===== config.mk =====
export PLATFORM = sky130hd
export DESIGN_NAME = dual_channel_wave_table_generator_top
export DESIGN_NICKNAME = d
export VERILOG_FILES = /design/src/hw/rtl/dcwg_pkg.sv /design/src/hw/rtl/dual_channel_wave_table_generator_top.sv /design/src/hw/rtl/dcwg_knobs.sv /design/src/hw/rtl/dcwg_addr.sv /design/src/hw/rtl/dcwg_voice.sv
export VERILOG_INCLUDE_DIRS = /design/src /design/src/hw/rtl
export SDC_FILE = /design/constraint.sdc
export NUM_CORES = 1
export LEC_CHECK = 0
export BUFFER_PORTS_ARGS = -buffer_cell sky130_fd_sc_hd__buf_2
export CAP_MARGIN = 30
export CORE_MARGIN = 10
export CORE_UTILIZATION = 63
export DETAILED_ROUTE_END_ITERATION = 8
export PLACE_DENSITY = 0.9
export SLEW_MARGIN = 20
export SYNTH_ARGS = -nofsm -noshare
export SYNTH_HDL_FRONTEND = slang
export SYNTH_SLANG_ARGS = --single-unit

===== constraint.sdc =====
create_clock -name clk -period 15.95 [get_ports clk]
set_input_delay 0.7975 -clock clk [delete_from_list [all_inputs] [get_ports clk]]
set_output_delay 0.7975 -clock clk [all_outputs]
set_load 0.01 [all_outputs]

===== src/hw/rtl/dual_channel_wave_table_generator_top_assert.svh =====
// Assertion macros for the dual channel wave table generator.
// Used by the modules that check their own logic; needs nothing else.
`ifndef DUAL_CHANNEL_WAVE_TABLE_GENERATOR_TOP_ASSERT_SVH
`define DUAL_CHANNEL_WAVE_TABLE_GENERATOR_TOP_ASSERT_SVH

`ifndef ASSERT_OFF

// Check a property on every clock edge outside reset.
`define DCWG_CHECK(lbl, prop, msg) \
  lbl: assert property (@(posedge clk) disable iff (rst) (prop)) else $error(msg);

// Check that a condition implies a consequence in the same cycle.
`define DCWG_CHECK_IMPLY(lbl, cond, conseq, msg) \
  `DCWG_CHECK(lbl, (cond) |-> (conseq), msg)

`else

`define DCWG_CHECK(lbl, prop, msg)
`define DCWG_CHECK_IMPLY(lbl, cond, conseq, msg)

`endif

`endif


===== src/hw/rtl/dcwg_pkg.sv =====
// Shared constants, codes and the sine ROM of the wave table generator.
// No dependencies; every RTL module refers to it by scoped names.
package dcwg_pkg;

  // Default values of the top level parameters
  localparam int LUT_DEPTH_DEF   = 256;
  localparam int AMP_STEPS_DEF   = 10;
  localparam int FREQ_STEPS_DEF  = 10;
  localparam int DELAY_STEPS_DEF = 8;
  localparam int MAX_FREQ_HZ_DEF = 1000;

  // Field widths
  localparam int PHASE_W  = 8;
  localparam int KNOB_W   = 3;
  localparam int SAMPLE_W = 12;
  localparam int FREQ_W   = 10;
  localparam int MV_W     = 12;
  localparam int PCT_W    = 7;
  localparam int OFFSET_W = 12;
  localparam int IN_W     = 16;
  localparam int OUT_W    = 80;

  // Wave ROM geometry and levels
  localparam int ROM_AW      = 8;
  localparam int ROM_SIZE    = 256;
  localparam int WAVE_PEAK   = 3996;
  localparam int SQUARE_HIGH = 128;
  localparam int PULSE_HIGH  = 26;

  // Scaling constants
  localparam int FULL_MV      = 3300;
  localparam int PCT_FULL     = 100;
  localparam int SAMPLE_MAX   = 4095;
  localparam int MV_MAX       = 4095;
  localparam int FREQ_MAX_OUT = 1023;

  // Fraction bits of the reciprocal multipliers
  localparam int AMP_FRAC  = 24;
  localparam int ADDR_FRAC = 32;

  typedef enum logic [1:0] {
    WAVE_SINE   = 2'd0,
    WAVE_SQUARE = 2'd1,
    WAVE_PULSE  = 2'd2
  } wave_t;

  typedef enum logic [KNOB_W-1:0] {
    KNOB_TYPE   = 3'd0,
    KNOB_AMP    = 3'd1,
    KNOB_FREQ   = 3'd2,
    KNOB_FOLLOW = 3'd3,
    KNOB_DELAY  = 3'd4
  } knob_t;

  // One period of sine, centered on 1998, peak 3996
  localparam logic [SAMPLE_W-1:0] SINE_ROM [ROM_SIZE] = '{
    12'd1998, 12'd2047, 12'd2096, 12'd2144, 12'd2193, 12'd2242, 12'd2291, 12'd2339,
    12'd2387, 12'd2435, 12'd2483, 12'd2530, 12'd2577, 12'd2624, 12'd2671, 12'd2717,
    12'd2762, 12'd2807, 12'd2852, 12'd2896, 12'd2939, 12'd2982, 12'd3025, 12'd3066,
    12'd3108, 12'd3148, 12'd3188, 12'd3227, 12'd3265, 12'd3303, 12'd3339, 12'd3375,
    12'd3410, 12'd3445, 12'd3478, 12'd3510, 12'd3542, 12'd3573, 12'd3602, 12'd3631,
    12'd3659, 12'd3686, 12'd3711, 12'd3736, 12'd3760, 12'd3782, 12'd3804, 12'd3824,
    12'd3843, 12'd3862, 12'd3879, 12'd3895, 12'd3909, 12'd3923, 12'd3936, 12'd3947,
    12'd3957, 12'd3966, 12'd3974, 12'd3980, 12'd3986, 12'd3990, 12'd3993, 12'd3995,
    12'd3996, 12'd3995, 12'd3993, 12'd3990, 12'd3986, 12'd3980, 12'd3974, 12'd3966,
    12'd3957, 12'd3947, 12'd3936, 12'd3923, 12'd3909, 12'd3895, 12'd3879, 12'd3862,
    12'd3843, 12'd3824, 12'd3804, 12'd3782, 12'd3760, 12'd3736, 12'd3711, 12'd3686,
    12'd3659, 12'd3631, 12'd3602, 12'd3573, 12'd3542, 12'd3510, 12'd3478, 12'd3445,
    12'd3410, 12'd3375, 12'd3339, 12'd3303, 12'd3265, 12'd3227, 12'd3188, 12'd3148,
    12'd3108, 12'd3066, 12'd3025, 12'd2982, 12'd2939, 12'd2896, 12'd2852, 12'd2807,
    12'd2762, 12'd2717, 12'd2671, 12'd2624, 12'd2577, 12'd2530, 12'd2483, 12'd2435,
    12'd2387, 12'd2339, 12'd2291, 12'd2242, 12'd2193, 12'd2144, 12'd2096, 12'd2047,
    12'd1998, 12'd1948, 12'd1899, 12'd1851, 12'd1802, 12'd1753, 12'd1704, 12'd1656,
    12'd1608, 12'd1560, 12'd1512, 12'd1465, 12'd1418, 12'd1371, 12'd1324, 12'd1278,
    12'd1233, 12'd1188, 12'd1143, 12'd1099, 12'd1056, 12'd1013, 12'd970,  12'd929,
    12'd887,  12'd847,  12'd807,  12'd768,  12'd730,  12'd692,  12'd656,  12'd620,
    12'd585,  12'd550,  12'd517,  12'd485,  12'd453,  12'd422,  12'd393,  12'd364,
    12'd336,  12'd309,  12'd284,  12'd259,  12'd235,  12'd213,  12'd191,  12'd171,
    12'd152,  12'd133,  12'd116,  12'd100,  12'd86,   12'd72,   12'd59,   12'd48,
    12'd38,   12'd29,   12'd21,   12'd15,   12'd9,    12'd5,    12'd2,    12'd0,
    12'd0,    12'd0,    12'd2,    12'd5,    12'd9,    12'd15,   12'd21,   12'd29,
    12'd38,   12'd48,   12'd59,   12'd72,   12'd86,   12'd100,  12'd116,  12'd133,
    12'd152,  12'd171,  12'd191,  12'd213,  12'd235,  12'd259,  12'd284,  12'd309,
    12'd336,  12'd364,  12'd393,  12'd422,  12'd453,  12'd485,  12'd517,  12'd550,
    12'd585,  12'd620,  12'd656,  12'd692,  12'd730,  12'd768,  12'd807,  12'd847,
    12'd887,  12'd929,  12'd970,  12'd1013, 12'd1056, 12'd1099, 12'd1143, 12'd1188,
    12'd1233, 12'd1278, 12'd1324, 12'd1371, 12'd1418, 12'd1465, 12'd1512, 12'd1560,
    12'd1608, 12'd1656, 12'd1704, 12'd1753, 12'd1802, 12'd1851, 12'd1899, 12'd1948
  };

endpackage


===== src/hw/rtl/dual_channel_wave_table_generator_top.sv =====
// Top level of the dual channel wave table generator: stream ports, offset
// register and three pipeline registers. Uses dcwg_pkg, dcwg_knobs,
// dcwg_addr, dcwg_voice and the assertion header.
//
//  port group | dir | payload
//  -----------+-----+---------------------------------------------------
//  s_*        | in  | tuser: mode; tdata: channel, knob, direction, phase
//  m_*        | out | tdata: samples, Hz, mV, types, delay %, follow
//  cfg_*      | in  | vertical offset, written when cfg_we is high
//
// One item per clock cycle while no stage stalls. A result shows on m_tvalid after
// the item passes the input register, address register and result register.
// The address stage does one ROM address multiply, the result stage one
// amplitude multiply per channel.
// Reset clears the knob state to its defaults, the offset to zero and all
// valid flags; no memory needs a clearing pass.
// Each stage holds only while the stage after it is full and stalled, so
// items are still accepted while a result waits if a stage is empty.
`include "dual_channel_wave_table_generator_top_assert.svh"

module dual_channel_wave_table_generator_top #(
  parameter int LUT_DEPTH   = dcwg_pkg::LUT_DEPTH_DEF,
  parameter int AMP_STEPS   = dcwg_pkg::AMP_STEPS_DEF,
  parameter int FREQ_STEPS  = dcwg_pkg::FREQ_STEPS_DEF,
  parameter int DELAY_STEPS = dcwg_pkg::DELAY_STEPS_DEF,
  parameter int MAX_FREQ_HZ = dcwg_pkg::MAX_FREQ_HZ_DEF
) (
  input  logic                          clk,
  input  logic                          rst,
  input  logic                          cfg_we,
  input  logic [dcwg_pkg::OFFSET_W-1:0] cfg_wdata,  // vertical_offset
  input  logic                          s_tvalid,
  output logic                          s_tready,
  input  logic [dcwg_pkg::IN_W-1:0]     s_tdata,    // channel, knob, direction, phase_index
  input  logic                          s_tuser,    // mode
  output logic                          m_tvalid,
  input  logic                          m_tready,
  // sample_one, sample_two, freq_hz_one, freq_hz_two, amp_mv_one, amp_mv_two,
  // type_one, type_two, delay_percent, follow_on
  output logic [dcwg_pkg::OUT_W-1:0]    m_tdata
);

  localparam int AW = $clog2(AMP_STEPS + 1);
  localparam int FW = $clog2(FREQ_STEPS + 1);
  localparam int DW = $clog2(DELAY_STEPS + 1);
  localparam longint unsigned AM_RECIP =
    ((64'd1 << dcwg_pkg::AMP_FRAC) + AMP_STEPS - 1) / AMP_STEPS;
  localparam int MULW = $clog2(AMP_STEPS * AM_RECIP + 1);

  // Input field positions in s_tdata
  localparam int CH_LSB    = 0;
  localparam int KNOB_LSB  = CH_LSB + 1;
  localparam int DIR_LSB   = KNOB_LSB + dcwg_pkg::KNOB_W;
  localparam int PHASE_LSB = DIR_LSB + 1;

  localparam int RA = dcwg_pkg::ROM_AW;
  localparam int HW = dcwg_pkg::FREQ_W;
  localparam int MW = dcwg_pkg::MV_W;
  localparam int CW = dcwg_pkg::PCT_W;
  localparam int SW = dcwg_pkg::SAMPLE_W;

  // Handshake
  logic accept;
  logic ready_two;
  logic ready_out;

  // Offset register
  logic [dcwg_pkg::OFFSET_W-1:0] vertical_offset;

  // Knob state
  dcwg_pkg::wave_t kind   [2];
  logic [AW-1:0]   amp    [2];
  logic [FW-1:0]   freq   [2];
  logic [DW-1:0]   delay;
  logic            follow;

  // Input register
  logic                         in_valid;
  logic [dcwg_pkg::PHASE_W-1:0] in_phase;

  // Address stage outputs
  logic [RA-1:0]   a_addr_one;
  logic [RA-1:0]   a_addr_two;
  dcwg_pkg::wave_t a_kind_two;
  logic [MULW-1:0] a_amul_one;
  logic [MULW-1:0] a_amul_two;
  logic [HW-1:0]   a_hz_one;
  logic [HW-1:0]   a_hz_two;
  logic [MW-1:0]   a_mv_one;
  logic [MW-1:0]   a_mv_two;
  logic [CW-1:0]   a_pct;

  // Address register
  logic            st_valid;
  logic [RA-1:0]   st_addr_one;
  logic [RA-1:0]   st_addr_two;
  dcwg_pkg::wave_t st_kind_one;
  dcwg_pkg::wave_t st_kind_two;
  logic [MULW-1:0] st_amul_one;
  logic [MULW-1:0] st_amul_two;
  logic [HW-1:0]   st_hz_one;
  logic [HW-1:0]   st_hz_two;
  logic [MW-1:0]   st_mv_one;
  logic [MW-1:0]   st_mv_two;
  logic [CW-1:0]   st_pct;
  logic            st_follow;

  // Sample stage outputs
  logic [SW-1:0] sample_one;
  logic [SW-1:0] sample_two;

  // Advance each stage when the next one is empty or moving
  always_comb begin
    ready_out = !m_tvalid || m_tready;
    ready_two = !st_valid || ready_out;
    s_tready  = !in_valid || ready_two;
    accept    = s_tvalid && s_tready;
  end

  // Hold the vertical offset
  always_ff @(posedge clk) begin
    if (rst) begin
      vertical_offset <= '0;
    end else if (cfg_we) begin
      vertical_offset <= cfg_wdata;
    end
  end

  dcwg_knobs #(
    .AMP_STEPS   (AMP_STEPS),
    .FREQ_STEPS  (FREQ_STEPS),
    .DELAY_STEPS (DELAY_STEPS)
  ) u_knobs (
    .clk       (clk),
    .rst       (rst),
    .ev_valid  (accept && s_tuser),
    .channel   (s_tdata[CH_LSB]),
    .knob      (s_tdata[KNOB_LSB +: dcwg_pkg::KNOB_W]),
    .direction (s_tdata[DIR_LSB]),
    .kind      (kind),
    .amp       (amp),
    .freq      (freq),
    .delay     (delay),
    .follow    (follow)
  );

  // Input register: valid flag and phase index
  always_ff @(posedge clk) begin
    if (rst) begin
      in_valid <= 1'b0;
    end else if (s_tready) begin
      in_valid <= s_tvalid;
    end
  end

  always_ff @(posedge clk) begin
    if (accept) begin
      in_phase <= s_tdata[PHASE_LSB +: dcwg_pkg::PHASE_W];
    end
  end

  dcwg_addr #(
    .LUT_DEPTH   (LUT_DEPTH),
    .AMP_STEPS   (AMP_STEPS),
    .FREQ_STEPS  (FREQ_STEPS),
    .DELAY_STEPS (DELAY_STEPS),
    .MAX_FREQ_HZ (MAX_FREQ_HZ)
  ) u_addr (
    .phase    (in_phase),
    .kind     (kind),
    .amp      (amp),
    .freq     (freq),
    .delay    (delay),
    .follow   (follow),
    .addr_one (a_addr_one),
    .addr_two (a_addr_two),
    .kind_two (a_kind_two),
    .amul_one (a_amul_one),
    .amul_two (a_amul_two),
    .hz_one   (a_hz_one),
    .hz_two   (a_hz_two),
    .mv_one   (a_mv_one),
    .mv_two   (a_mv_two),
    .pct      (a_pct)
  );

  // Address register; knob state here already includes the item's event
  always_ff @(posedge clk) begin
    if (rst) begin
      st_valid <= 1'b0;
    end else if (ready_two) begin
      st_valid <= in_valid;
    end
  end

  always_ff @(posedge clk) begin
    if (ready_two && in_valid) begin
      st_addr_one <= a_addr_one;
      st_addr_two <= a_addr_two;
      st_kind_one <= kind[0];
      st_kind_two <= a_kind_two;
      st_amul_one <= a_amul_one;
      st_amul_two <= a_amul_two;
      st_hz_one   <= a_hz_one;
      st_hz_two   <= a_hz_two;
      st_mv_one   <= a_mv_one;
      st_mv_two   <= a_mv_two;
      st_pct      <= a_pct;
      st_follow   <= follow;
    end
  end

  dcwg_voice #(
    .AMP_STEPS (AMP_STEPS)
  ) u_voice_one (
    .addr   (st_addr_one),
    .kind   (st_kind_one),
    .amul   (st_amul_one),
    .offset (vertical_offset),
    .sample (sample_one)
  );

  dcwg_voice #(
    .AMP_STEPS (AMP_STEPS)
  ) u_voice_two (
    .addr   (st_addr_two),
    .kind   (st_kind_two),
    .amul   (st_amul_two),
    .offset (vertical_offset),
    .sample (sample_two)
  );

  // Result register
  always_ff @(posedge clk) begin
    if (rst) begin
      m_tvalid <= 1'b0;
    end else if (ready_out) begin
      m_tvalid <= st_valid;
    end
  end

  always_ff @(posedge clk) begin
    if (ready_out && st_valid) begin
      m_tdata <= {st_follow, st_pct, st_kind_two, st_kind_one, st_mv_two, st_mv_one,
                  st_hz_two, st_hz_one, sample_two, sample_one};
    end
  end

  `DCWG_CHECK_IMPLY(a_empty_out_takes_input, !m_tvalid, s_tready, "input blocked with empty output")
  `DCWG_CHECK_IMPLY(a_out_from_stage, $rose(m_tvalid), $past(st_valid), "result without a staged item")
  `DCWG_CHECK(a_stage_holds, (st_valid && m_tvalid && !m_tready) |=> (st_valid && $stable(st_addr_one) && $stable(st_amul_two)), "stalled stage lost its item")

endmodule


===== src/hw/rtl/dcwg_knobs.sv =====
// Knob state of both channels: wave type, amplitude and frequency steps,
// follow delay and follow flag. Depends on dcwg_pkg and the assertion header.
`include "dual_channel_wave_table_generator_top_assert.svh"

module dcwg_knobs #(
  parameter int AMP_STEPS   = dcwg_pkg::AMP_STEPS_DEF,
  parameter int FREQ_STEPS  = dcwg_pkg::FREQ_STEPS_DEF,
  parameter int DELAY_STEPS = dcwg_pkg::DELAY_STEPS_DEF,
  localparam int AW = $clog2(AMP_STEPS + 1),
  localparam int FW = $clog2(FREQ_STEPS + 1),
  localparam int DW = $clog2(DELAY_STEPS + 1)
) (
  input  logic                          clk,
  input  logic                          rst,
  input  logic                          ev_valid,
  input  logic                          channel,
  input  logic [dcwg_pkg::KNOB_W-1:0]   knob,
  input  logic                          direction,
  output dcwg_pkg::wave_t               kind   [2],
  output logic [AW-1:0]                 amp    [2],
  output logic [FW-1:0]                 freq   [2],
  output logic [DW-1:0]                 delay,
  output logic                          follow
);

  dcwg_pkg::wave_t kind_next [2];
  logic [AW-1:0]   amp_next  [2];
  logic [FW-1:0]   freq_next [2];
  logic [DW-1:0]   delay_next;
  logic            follow_next;

  // Apply one knob event; steps wrap at both ends
  always_comb begin
    kind_next   = kind;
    amp_next    = amp;
    freq_next   = freq;
    delay_next  = delay;
    follow_next = follow;
    if (ev_valid) begin
      unique case (dcwg_pkg::knob_t'(knob))
        dcwg_pkg::KNOB_TYPE: begin
          case (kind[channel])
            dcwg_pkg::WAVE_SINE:   kind_next[channel] = dcwg_pkg::WAVE_SQUARE;
            dcwg_pkg::WAVE_SQUARE: kind_next[channel] = dcwg_pkg::WAVE_PULSE;
            default:               kind_next[channel] = dcwg_pkg::WAVE_SINE;
          endcase
        end
        dcwg_pkg::KNOB_AMP: begin
          if (direction) begin
            amp_next[channel] = (amp[channel] >= AW'(AMP_STEPS)) ? AW'(1)
                              : amp[channel] + AW'(1);
          end else begin
            amp_next[channel] = (amp[channel] <= AW'(1)) ? AW'(AMP_STEPS)
                              : amp[channel] - AW'(1);
          end
        end
        dcwg_pkg::KNOB_FREQ: begin
          if (direction) begin
            freq_next[channel] = (freq[channel] >= FW'(FREQ_STEPS)) ? FW'(1)
                               : freq[channel] + FW'(1);
          end else begin
            freq_next[channel] = (freq[channel] <= FW'(1)) ? FW'(FREQ_STEPS)
                               : freq[channel] - FW'(1);
          end
        end
        dcwg_pkg::KNOB_FOLLOW: begin
          follow_next = direction;
        end
        dcwg_pkg::KNOB_DELAY: begin
          if (direction) begin
            delay_next = (delay >= DW'(DELAY_STEPS)) ? DW'(1) : delay + DW'(1);
          end else begin
            delay_next = (delay <= DW'(1)) ? DW'(DELAY_STEPS) : delay - DW'(1);
          end
        end
        default: begin
          // unused knob codes change nothing
        end
      endcase
    end
  end

  // Hold the knob state
  always_ff @(posedge clk) begin
    if (rst) begin
      kind[0] <= dcwg_pkg::WAVE_SINE;
      kind[1] <= dcwg_pkg::WAVE_SINE;
      amp[0]  <= AW'(1);
      amp[1]  <= AW'(1);
      freq[0] <= FW'(1);
      freq[1] <= FW'(1);
      delay   <= DW'(DELAY_STEPS);
      follow  <= 1'b0;
    end else begin
      kind   <= kind_next;
      amp    <= amp_next;
      freq   <= freq_next;
      delay  <= delay_next;
      follow <= follow_next;
    end
  end

  `DCWG_CHECK(a_delay_range, delay != '0 && delay <= DW'(DELAY_STEPS), "delay step out of range")
  `DCWG_CHECK(a_amp_range, amp[0] != '0 && amp[1] != '0 && amp[0] <= AW'(AMP_STEPS) && amp[1] <= AW'(AMP_STEPS), "amplitude step out of range")
  `DCWG_CHECK(a_tick_keeps_state, !ev_valid |=> ($stable(follow) && $stable(delay)), "state moved without a knob event")

endmodule


===== src/hw/rtl/dcwg_addr.sv =====
// Address and settings stage: ROM addresses of both channels, follow
// selection and the table lookups of scale, Hz, mV and percent. Uses dcwg_pkg.
module dcwg_addr #(
  parameter int LUT_DEPTH   = dcwg_pkg::LUT_DEPTH_DEF,
  parameter int AMP_STEPS   = dcwg_pkg::AMP_STEPS_DEF,
  parameter int FREQ_STEPS  = dcwg_pkg::FREQ_STEPS_DEF,
  parameter int DELAY_STEPS = dcwg_pkg::DELAY_STEPS_DEF,
  parameter int MAX_FREQ_HZ = dcwg_pkg::MAX_FREQ_HZ_DEF,
  localparam int AW = $clog2(AMP_STEPS + 1),
  localparam int FW = $clog2(FREQ_STEPS + 1),
  localparam int DW = $clog2(DELAY_STEPS + 1),
  localparam longint unsigned AM_RECIP =
    ((64'd1 << dcwg_pkg::AMP_FRAC) + AMP_STEPS - 1) / AMP_STEPS,
  localparam int MULW = $clog2(AMP_STEPS * AM_RECIP + 1)
) (
  input  logic [dcwg_pkg::PHASE_W-1:0] phase,
  input  dcwg_pkg::wave_t              kind      [2],
  input  logic [AW-1:0]                amp       [2],
  input  logic [FW-1:0]                freq      [2],
  input  logic [DW-1:0]                delay,
  input  logic                         follow,
  output logic [dcwg_pkg::ROM_AW-1:0]  addr_one,
  output logic [dcwg_pkg::ROM_AW-1:0]  addr_two,
  output dcwg_pkg::wave_t              kind_two,
  output logic [MULW-1:0]              amul_one,
  output logic [MULW-1:0]              amul_two,
  output logic [dcwg_pkg::FREQ_W-1:0]  hz_one,
  output logic [dcwg_pkg::FREQ_W-1:0]  hz_two,
  output logic [dcwg_pkg::MV_W-1:0]    mv_one,
  output logic [dcwg_pkg::MV_W-1:0]    mv_two,
  output logic [dcwg_pkg::PCT_W-1:0]   pct
);

  localparam int PW  = $clog2(LUT_DEPTH);
  localparam int SW  = PW + 1;
  localparam int NPH = 1 << dcwg_pkg::PHASE_W;
  localparam int RA  = dcwg_pkg::ROM_AW;
  localparam longint unsigned ADDR_RECIP =
    ((64'd1 << dcwg_pkg::ADDR_FRAC) + LUT_DEPTH - 1) / LUT_DEPTH;
  localparam int MPW = $clog2(ADDR_RECIP + 1);
  localparam int PRW = PW + MPW;
  localparam int HW  = dcwg_pkg::FREQ_W;
  localparam int MW  = dcwg_pkg::MV_W;
  localparam int CW  = dcwg_pkg::PCT_W;

  // Table position of each phase index
  function automatic logic [NPH*PW-1:0] build_pos();
    logic [NPH*PW-1:0] t;
    t = '0;
    for (int i = 0; i < NPH; i++) t[i*PW +: PW] = PW'(i % LUT_DEPTH);
    return t;
  endfunction

  // ROM address of each phase index, no shift
  function automatic logic [NPH*RA-1:0] build_raddr();
    logic [NPH*RA-1:0] t;
    t = '0;
    for (int i = 0; i < NPH; i++) begin
      t[i*RA +: RA] = RA'(((i % LUT_DEPTH) * dcwg_pkg::ROM_SIZE) / LUT_DEPTH);
    end
    return t;
  endfunction

  // Follower shift in table positions for each delay step
  function automatic logic [(DELAY_STEPS+1)*SW-1:0] build_shift();
    logic [(DELAY_STEPS+1)*SW-1:0] t;
    t = '0;
    for (int d = 0; d <= DELAY_STEPS; d++) begin
      t[d*SW +: SW] = SW'((longint'(d) * LUT_DEPTH) / DELAY_STEPS);
    end
    return t;
  endfunction

  // Delay in percent of a period
  function automatic logic [(DELAY_STEPS+1)*CW-1:0] build_pct();
    logic [(DELAY_STEPS+1)*CW-1:0] t;
    t = '0;
    for (int d = 0; d <= DELAY_STEPS; d++) begin
      t[d*CW +: CW] = CW'((d * dcwg_pkg::PCT_FULL) / DELAY_STEPS);
    end
    return t;
  endfunction

  // Amplitude scale factor: step over step count, in AMP_FRAC fraction bits
  function automatic logic [(AMP_STEPS+1)*MULW-1:0] build_amul();
    logic [(AMP_STEPS+1)*MULW-1:0] t;
    t = '0;
    for (int a = 0; a <= AMP_STEPS; a++) t[a*MULW +: MULW] = MULW'(a * AM_RECIP);
    return t;
  endfunction

  // Amplitude in millivolts
  function automatic logic [(AMP_STEPS+1)*MW-1:0] build_mv();
    logic [(AMP_STEPS+1)*MW-1:0] t;
    longint v;
    t = '0;
    for (int a = 0; a <= AMP_STEPS; a++) begin
      v = (longint'(a) * dcwg_pkg::FULL_MV) / AMP_STEPS;
      if (v > dcwg_pkg::MV_MAX) v = dcwg_pkg::MV_MAX;
      t[a*MW +: MW] = MW'(v);
    end
    return t;
  endfunction

  // Frequency in hertz; the lowest step is always 1 Hz
  function automatic logic [(FREQ_STEPS+1)*HW-1:0] build_hz();
    logic [(FREQ_STEPS+1)*HW-1:0] t;
    longint v;
    t = '0;
    for (int f = 0; f <= FREQ_STEPS; f++) begin
      v = (longint'(f) * MAX_FREQ_HZ) / FREQ_STEPS;
      if (f == 1) v = 1;
      if (v > dcwg_pkg::FREQ_MAX_OUT) v = dcwg_pkg::FREQ_MAX_OUT;
      t[f*HW +: HW] = HW'(v);
    end
    return t;
  endfunction

  localparam logic [NPH*PW-1:0]                 POS_TAB   = build_pos();
  localparam logic [NPH*RA-1:0]                 RADDR_TAB = build_raddr();
  localparam logic [(DELAY_STEPS+1)*SW-1:0]     SHIFT_TAB = build_shift();
  localparam logic [(DELAY_STEPS+1)*CW-1:0]     PCT_TAB   = build_pct();
  localparam logic [(AMP_STEPS+1)*MULW-1:0]     AMUL_TAB  = build_amul();
  localparam logic [(AMP_STEPS+1)*MW-1:0]       MV_TAB    = build_mv();
  localparam logic [(FREQ_STEPS+1)*HW-1:0]      HZ_TAB    = build_hz();

  logic [PW-1:0]  pos_one;
  logic [SW-1:0]  shift;
  logic [SW-1:0]  pos_sum;
  logic [PW-1:0]  pos_lag;
  logic [PRW-1:0] addr_prod;
  logic [AW-1:0]  amp_sel;
  logic [FW-1:0]  freq_sel;

  // Shift the follower position and wrap it once
  always_comb begin
    pos_one   = POS_TAB[phase*PW +: PW];
    shift     = SHIFT_TAB[delay*SW +: SW];
    pos_sum   = SW'(pos_one) + shift;
    pos_lag   = (pos_sum >= SW'(LUT_DEPTH)) ? PW'(pos_sum - SW'(LUT_DEPTH)) : PW'(pos_sum);
    addr_prod = PRW'(pos_lag) * PRW'(ADDR_RECIP);
  end

  // Pick channel two's settings: its own, or channel one's when following
  always_comb begin
    addr_one = RADDR_TAB[phase*RA +: RA];
    addr_two = follow ? addr_prod[dcwg_pkg::ADDR_FRAC-RA +: RA] : addr_one;
    kind_two = follow ? kind[0] : kind[1];
    amp_sel  = follow ? amp[0]  : amp[1];
    freq_sel = follow ? freq[0] : freq[1];
  end

  // Look up scale, display values and delay percent
  always_comb begin
    amul_one = AMUL_TAB[amp[0]*MULW +: MULW];
    amul_two = AMUL_TAB[amp_sel*MULW +: MULW];
    mv_one   = MV_TAB[amp[0]*MW +: MW];
    mv_two   = MV_TAB[amp_sel*MW +: MW];
    hz_one   = HZ_TAB[freq[0]*HW +: HW];
    hz_two   = HZ_TAB[freq_sel*HW +: HW];
    pct      = PCT_TAB[delay*CW +: CW];
  end

endmodule


===== src/hw/rtl/dcwg_voice.sv =====
// Sample stage of one channel: wave ROM read, amplitude scale, offset and
// saturation. Uses the sine ROM and constants of dcwg_pkg.
module dcwg_voice #(
  parameter int AMP_STEPS = dcwg_pkg::AMP_STEPS_DEF,
  localparam longint unsigned AM_RECIP =
    ((64'd1 << dcwg_pkg::AMP_FRAC) + AMP_STEPS - 1) / AMP_STEPS,
  localparam int MULW = $clog2(AMP_STEPS * AM_RECIP + 1)
) (
  input  logic [dcwg_pkg::ROM_AW-1:0]   addr,
  input  dcwg_pkg::wave_t               kind,
  input  logic [MULW-1:0]               amul,
  input  logic [dcwg_pkg::OFFSET_W-1:0] offset,
  output logic [dcwg_pkg::SAMPLE_W-1:0] sample
);

  localparam int SW  = dcwg_pkg::SAMPLE_W;
  localparam int PRW = SW + MULW;
  localparam int RA  = dcwg_pkg::ROM_AW;

  logic [SW-1:0]  wave;
  logic [PRW-1:0] prod;
  logic [SW-1:0]  scaled;
  logic [SW:0]    sum;

  // Read the wave shape at the ROM address
  always_comb begin
    case (kind)
      dcwg_pkg::WAVE_SQUARE:
        wave = (addr < RA'(dcwg_pkg::SQUARE_HIGH)) ? SW'(dcwg_pkg::WAVE_PEAK) : '0;
      dcwg_pkg::WAVE_PULSE:
        wave = (addr < RA'(dcwg_pkg::PULSE_HIGH)) ? SW'(dcwg_pkg::WAVE_PEAK) : '0;
      default:
        wave = dcwg_pkg::SINE_ROM[addr];
    endcase
  end

  // Scale by the reciprocal factor, add the offset, clamp at full scale
  always_comb begin
    prod   = PRW'(wave) * PRW'(amul);
    scaled = prod[dcwg_pkg::AMP_FRAC +: SW];
    sum    = {1'b0, scaled} + {1'b0, offset};
    sample = sum[SW] ? SW'(dcwg_pkg::SAMPLE_MAX) : sum[SW-1:0];
  end

endmodule

==> results by group, run 1 <==
Worst setup path
  • Req. time, crit path: 16.14 ns
  • Type of origin of the critical path: flop
  • Max incr delay on CP: 0.72 ns
  • CP arrival: 11.88 ns
  • Worst-path maximum fanout: 17
  • Slowest CP cell: nor2_1
  • Kind of critical path: reg2reg
  • CP Capture Type: flop

Final layout
  • Fin nets: 3759
  • Fin area: 29500 um^2
  • Layout overhead on the synthesized area: 4.43%
  • Fin cells: 3793
  • Layout cell share with drive strength beyond 1: 7.98%

Timing
  • Slew HR: 32.4%
  • Setup_tns: 0 ns
  • Highest clock rate: 85.6 MHz
  • Tcrit/Tclk final: 73.3%
  • Final Hold Slack: 0.418 ns
  • Final setup violation count: 0
  • Tmin final: 11.69 ns
  • RSZ-0062 raised after global routing: no
  • Clock Skew: 0.0139 ns
  • Final hold violations: 0
  • Slew Limit Fails: 0
  • Worst Tran Pin Value: 1.01 ns

Power
  • PD cells: 188 nW/um^2
  • Worst IR drop on VDD: 219 uV
  • Leak: 13.3 nW
  • Final Power: 5.54 mW

Placement
  • GP Congestion: 1.03
  • Number of port buffers: 108
  • Dpl cells: 3753
  • Placement Cell Area: 28800 um^2
  • Detailed Place HPWL: 62200 um

Clocking
  • Root Driver: clkbuf_16
  • CTS clk-pin slew, worst paths: 0.09 ns
  • Clock latency on the worst-skew pair: 0.50 ns
  • Total clock sinks: 198
  • CTS buffer count: 17
  • CTS Hold Bufs: 0
  • Htree depth: 4
  • CTS tree: built
  • Setup Buffers After CTS: 0
  • CTS Buffer Depth: 2
  • Post-cts sizing count: 0

Drt
  • Vias: 24400
  • Final antenna-violating net count: 0
  • Drt initial violations: 3600
  • DR pass1 iterations: 7
  • Via density: 6.44
  • Final WL: 83600 um
  • Post-DR wirelength/cell: 22.1 um
  • # DRC: 0

Floorplan
  • Initial Utilization: 63.7%
  • Core Box Area: 44300 um^2
  • Num rows: 77
  • I/O pins: 116
  • Die Y: 232 um
  • Full die area: 53700 um^2
  • Die width: 232 um

GRT
  • Tot GR Track Use: 31.0%
  • Pin count of the biggest net entering global routing: 159
  • Antenna violations before repair: 4
  • Vias in the first global route: 24500
  • Total global routing overflow: 0
  • First-pass GRT wire length: 132000 um

Synth
  • Syn_area_per_cell: 8.78 um^2
  • Synth top area cells: fa_1 (22%), edfxtp_1 (17%), ha_1 (10%)
  • Synth top area share: 21.6%
  • YS warnings: 0
  • Commonest cells post-synth: inv_1 (428), nand2_1 (329), fa_1 (305), ha_1 (236), nor2_1 (200)
  • Dominant synthesized flop cell: edfxtp_1
  • Mapped Area: 28200 um^2
  • Asr flop ratio synth: 0%
  • Most numerous cell in the Yosys netlist: inv_1
  • Mapped Cells: 3218
  • FF+latch count, synth: 198
  • Register area share after synthesis: 19.6%
  • EDFF count, synth: 158
  • Cell accounting for the most synthesized area: fa_1
  • Netlist cell types: 96

Run status
  • Status: finished clean

Flow run
  • Max cap viols: 0

Hold path
  • Hold crit path type: reg2reg
[worst max-delay path, delay by kind of cell (launching register included)]
family                     cells  cell delay, ns
adders and majority gates      9            3.67
muxes                          1            0.52
buffers and inverters          6            0.87
DFF                            1            0.38
xor gates and xnor gates       1            0.08
and+or+nand+nor                4            1.69
AOI/OAI and AO/OA             17            4.14
[cell usage in the layout, fill, tap and decap left out, drive strengths merged, types with 41 or more instances in the layout]
cell type  count
nand3         41
nand2b        58
and2         139
a21oi        188
nand2        332
fa           305
o21ai        182
buf          147
edfxtp       158
a211oi        50
nor2         200
mux2i         50
nor2b         51
ha           236
nor3          48
inv          439
[area by class of cell]
class	count	area, um^2
multi-input combinational	2385	20100
tap	592	741
fill	3413	14800
timing repair buffer	149	878
clock buffer	17	425
antenna	4	10.0
inverter	433	1630
sequential	198	5550
clock inverter	15	201
[state kept, by name, summed over array words and instances, names as in the netlist, 2 cells and up]
name             flops
u_knobs.amp          8
in_phase             8
st_amul_two         10
st_mv_two            6
u_knobs.delay        4
st_pct               7
st_addr_two          8
st_hz_one            9
vertical_offset     12
st_hz_two            9
u_knobs.kind         4
st_amul_one         10
st_addr_one          8
m_tdata             72
st_mv_one            6
st_kind_one          2
st_kind_two          2
u_knobs.freq         8
[logic make-up after synthesis]
logic type / share of synthesized area [%]
AOI/OAI and AO/OA: 17.2
xor gates and xnor gates: 1.76
adders and majority gates: 32.1
buffers and inverters: 9.62
DFF: 19.6
muxes: 3.37
other: 0.0266
and+or+nand+nor: 16.3
[stage by stage]
stage	setup slack (ns)	utilization (%)
finish	4.26	66.6
global placement	4.72	65.0
floorplan	6.31	-
detailed placement	4.51	65.0
global route	3.62	66.5
CTS	4.50	66.4
[worst paths after layout]
path / startpoint / endpoint / slack, ns / cells past startpoint
hold reg to reg: st_hz_two[8] / m_tdata[42] / 0.42 / 0
hold / removal: st_hz_two[8] / m_tdata[42] / 0.42 / 0
setup reg to reg: st_addr_two[0] / m_tdata[14] / 4.26 / 38
setup / recovery: st_addr_two[0] / m_tdata[14] / 4.26 / 38
[layer usage]
metal | vias up | global-route usage (%) | wire (um)
met4 | 0 | 16.9 | 4420
li1 | 10800 | - | -
met1 | 11800 | 38.5 | 31700
met5 | - | 0 | 0
met3 | 300 | 6.73 | 8200
met2 | 1537 | 49.7 | 39300
[where the power goes]
group / internal [mW] / switching, mW / total (mW)
Sequential: 0.706 / 0.0220 / 0.728
Clock: 0.229 / 0.241 / 0.469
Combinational: 1.84 / 2.50 / 4.34
Power figures use the tool's default switching activity.
==> run 2: changes to the inputs <==
Settings changed: CORE_UTILIZATION 63 to 59, PLACE_DENSITY 0.9 to 0.89.
Clock period 15.95 ns to 10.05 ns, I/O delays scaled along.
==> results by group, run 2 (synthesized netlist as in run 1, its figures left out) <==
Clocking
  • Total clock sinks: 198 (unchanged)
  • Root Driver: clkbuf_16
  • CTS tree: built
  • CTS Buffer Depth: 2 (unchanged)
  • CTS clk-pin slew, worst paths: 0.09 ns (about the same)
  • Htree depth: 4 (unchanged)
  • Clock latency on the worst-skew pair: 0.50 ns (about the same)
  • CTS Hold Bufs: 0 (unchanged)
  • CTS buffer count: 17 (unchanged)

Timing
  • Clock Skew: 0.0126 ns (-0.00132 ns)
  • Setup ws final: 0.283 ns (-3.98 ns)
  • Worst Tran Pin Value: 1.05 ns (+0.0414 ns)
  • Final hold violations: 0 (unchanged)
  • Final Hold Slack: 0.171 ns (-0.247 ns)
  • Slew HR: 27.8% (-4.6 points)
  • Slew Limit Fails: 0 (unchanged)
  • Final setup violation count: 0 (unchanged)
  • Tcrit/Tclk final: 97.2% (+24 points)
  • Highest clock rate: 102 MHz (+20%)
  • Tmin final: 9.77 ns (-1.92 ns)

Drt
  • Via density: 6.46 (+0.33%)
  • DR pass1 iterations: 9 (+2)
  • Metal3 WL: 9370 um (+14%)
  • Post-DR wirelength/cell: 22.6 um (+2.6%)
  • Final antenna-violating net count: 0 (unchanged)
  • WL met2: 41900 um (+6.5%)
  • # DRC: 0 (unchanged)
  • Vias: 25400 (+3.7%)
  • Final WL: 88700 um (+6.1%)
  • WL met1: 32100 um (+1.1%)
  • Drt initial violations: 3314 (-7.9%)
  • Uppermost layer routed: met5

Placement
  • Number of port buffers: 108 (unchanged)
  • Post-place setup slack: 0.139 ns (-4.37 ns)
  • Detailed Place HPWL: 67000 um (+7.7%)
  • Dpl cells: 3874 (+3.2%)
  • Placement Cell Area: 29600 um^2 (+2.9%)
  • GP Congestion: 1.08 (+4.7%)

Final layout
  • Layout cell share with drive strength beyond 1: 12.1% (+4.1 points)
  • Fin cells: 3922 (+3.4%)
  • Largest Register: m_tdata
  • Layout overhead on the synthesized area: 8.36%
  • Most common cell after layout, fill and taps aside: inv_1
  • Fillers: 3650 (+6.9%)
  • Post-Route Utilization: 64.4% (-2.2 points)
  • Max reg flops: 72 (unchanged)
  • Commonest non-fill, non-tap cells in the layout: inv_1 (427), nand2_1 (326), fa_1 (301)
  • Biggest regs: m_tdata x72, vertical_offset x12
  • Fin nets: 3868 (+2.9%)
  • Fin area: 30600 um^2 (+3.8%)

Worst setup path
  • Kind of critical path: reg2reg
  • Slowest CP cell: fa_2
  • Worst-path maximum fanout: 13 (-4)
  • Crit path launch: st_addr_one[1]
  • Most frequent CP cell: buf_4
  • Type of origin of the critical path: flop
  • R2r startpoint: st_addr_one[1]
  • CP arrival: 10.02 ns (-1.86 ns)
  • CP Capture Type: flop
  • Worst R2R Path Depth: 37 (-2.6%)
  • Reg-to-Reg End: m_tdata[11]
  • Worst setup path endpoint: m_tdata[11]
  • Req. time, crit path: 10.31 ns (-5.83 ns)
  • Max incr delay on CP: 0.61 ns (-0.11 ns)
  • Flop2flop setup slack: 0.28 ns (-3.98 ns)

Power
  • Leak: 13.9 nW (+4.4%)
  • PD cells: 296 nW/um^2 (+58%)
  • Worst IR drop on VDD: 390 uV (+78%)

GRT
  • Antenna violations before repair: 1 (-3)
  • Total global routing overflow: 0 (unchanged)
  • Tot GR Track Use: 31.3% (+0.30 points)
  • First-pass GRT wire length: 140000 um (+6.2%)
  • Pin count of the biggest net entering global routing: 79 (-50%)
  • Vias in the first global route: 25900 (+5.6%)

Hold path
  • Hold path start: s_tdata[7]
  • Hold crit path type: in2reg

Flow run
  • Max cap viols: 0 (unchanged)

Floorplan
  • Core Box Area: 47500 um^2 (+7.3%)
  • Initial Utilization: 59.4% (-4.3 points)
  • Die width: 239 um (+3.0%)
  • I/O pins: 116 (unchanged)
  • Full die area: 57000 um^2 (+6.2%)
  • Num rows: 80 (+3.9%)
  • Die Y: 239 um (+3.0%)

Run status
  • Status: finished clean
[run 2: power breakdown]
| group | leakage [nW] | internal, mW | switching (mW) |
|---|---|---|---|
| Combinational | 11.8 | 3.02 | 4.12 |
| Clock | 0.313 | 0.353 | 0.407 |
| Sequential | 1.77 | 1.12 | 0.0420 |
| Total | 13.9 | 4.49 | 4.57 |
[run 2: routing by layer]
metal,GRT usage [%],up-vias
met4,17.9,2
met5,0,-
li1,-,11100
met2,51.0,1764
met3,6.48,428
met1,37.9,12100
[run 2: area by class of cell]
type	count	area (um^2)	area share, %
diodes	1	2.50	0.00818
flip-flops and latches	198	5550	18.1
repair buffers	258	1780	5.81
inverters	433	1630	5.32
multi-input cells	2385	20200	66.1
well taps	615	769	2.51
clock inverters	15	221	0.724
clock buffers	17	425	1.39
[run 2: stage by stage]
stage / setup TNS (ns) / total power, mW
after global placement: 0 / 7.65
after global routing: -1.18 / 10.1
final: 0 / 9.06
after CTS: 0 / 8.90
after detailed placement: 0 / 8.07
after floorplan: 0 / 6.39
[run 2: how the worst min path moves through the flow]
stage	depth (start not counted)	end	slack, ns
after floorplan	0	m_tdata[24]	0.40
after global placement	0	m_tdata[31]	0.40
after detailed placement	0	m_tdata[73]	0.40
after CTS	1	in_phase[2]	0.14
after global routing	1	in_phase[2]	0.15
final	1	in_phase[2]	0.17
[run 2: repair_timing]
action	CTS	global route
buffers inserted	0	13
hold endpoints to repair	0	0
resized for setup	0	52
setup endpoints to repair	0	24
[run 2: critical path: cells and delay by family, from the launching register on]
kind	cells	cell delay [ns]
flops	1	0.46
fa+ha+maj	8	3.65
mux	1	0.52
buf+inv	9	1.18
compound gates	10	2.25
simple gates	7	1.06
xor+xnor	2	0.38
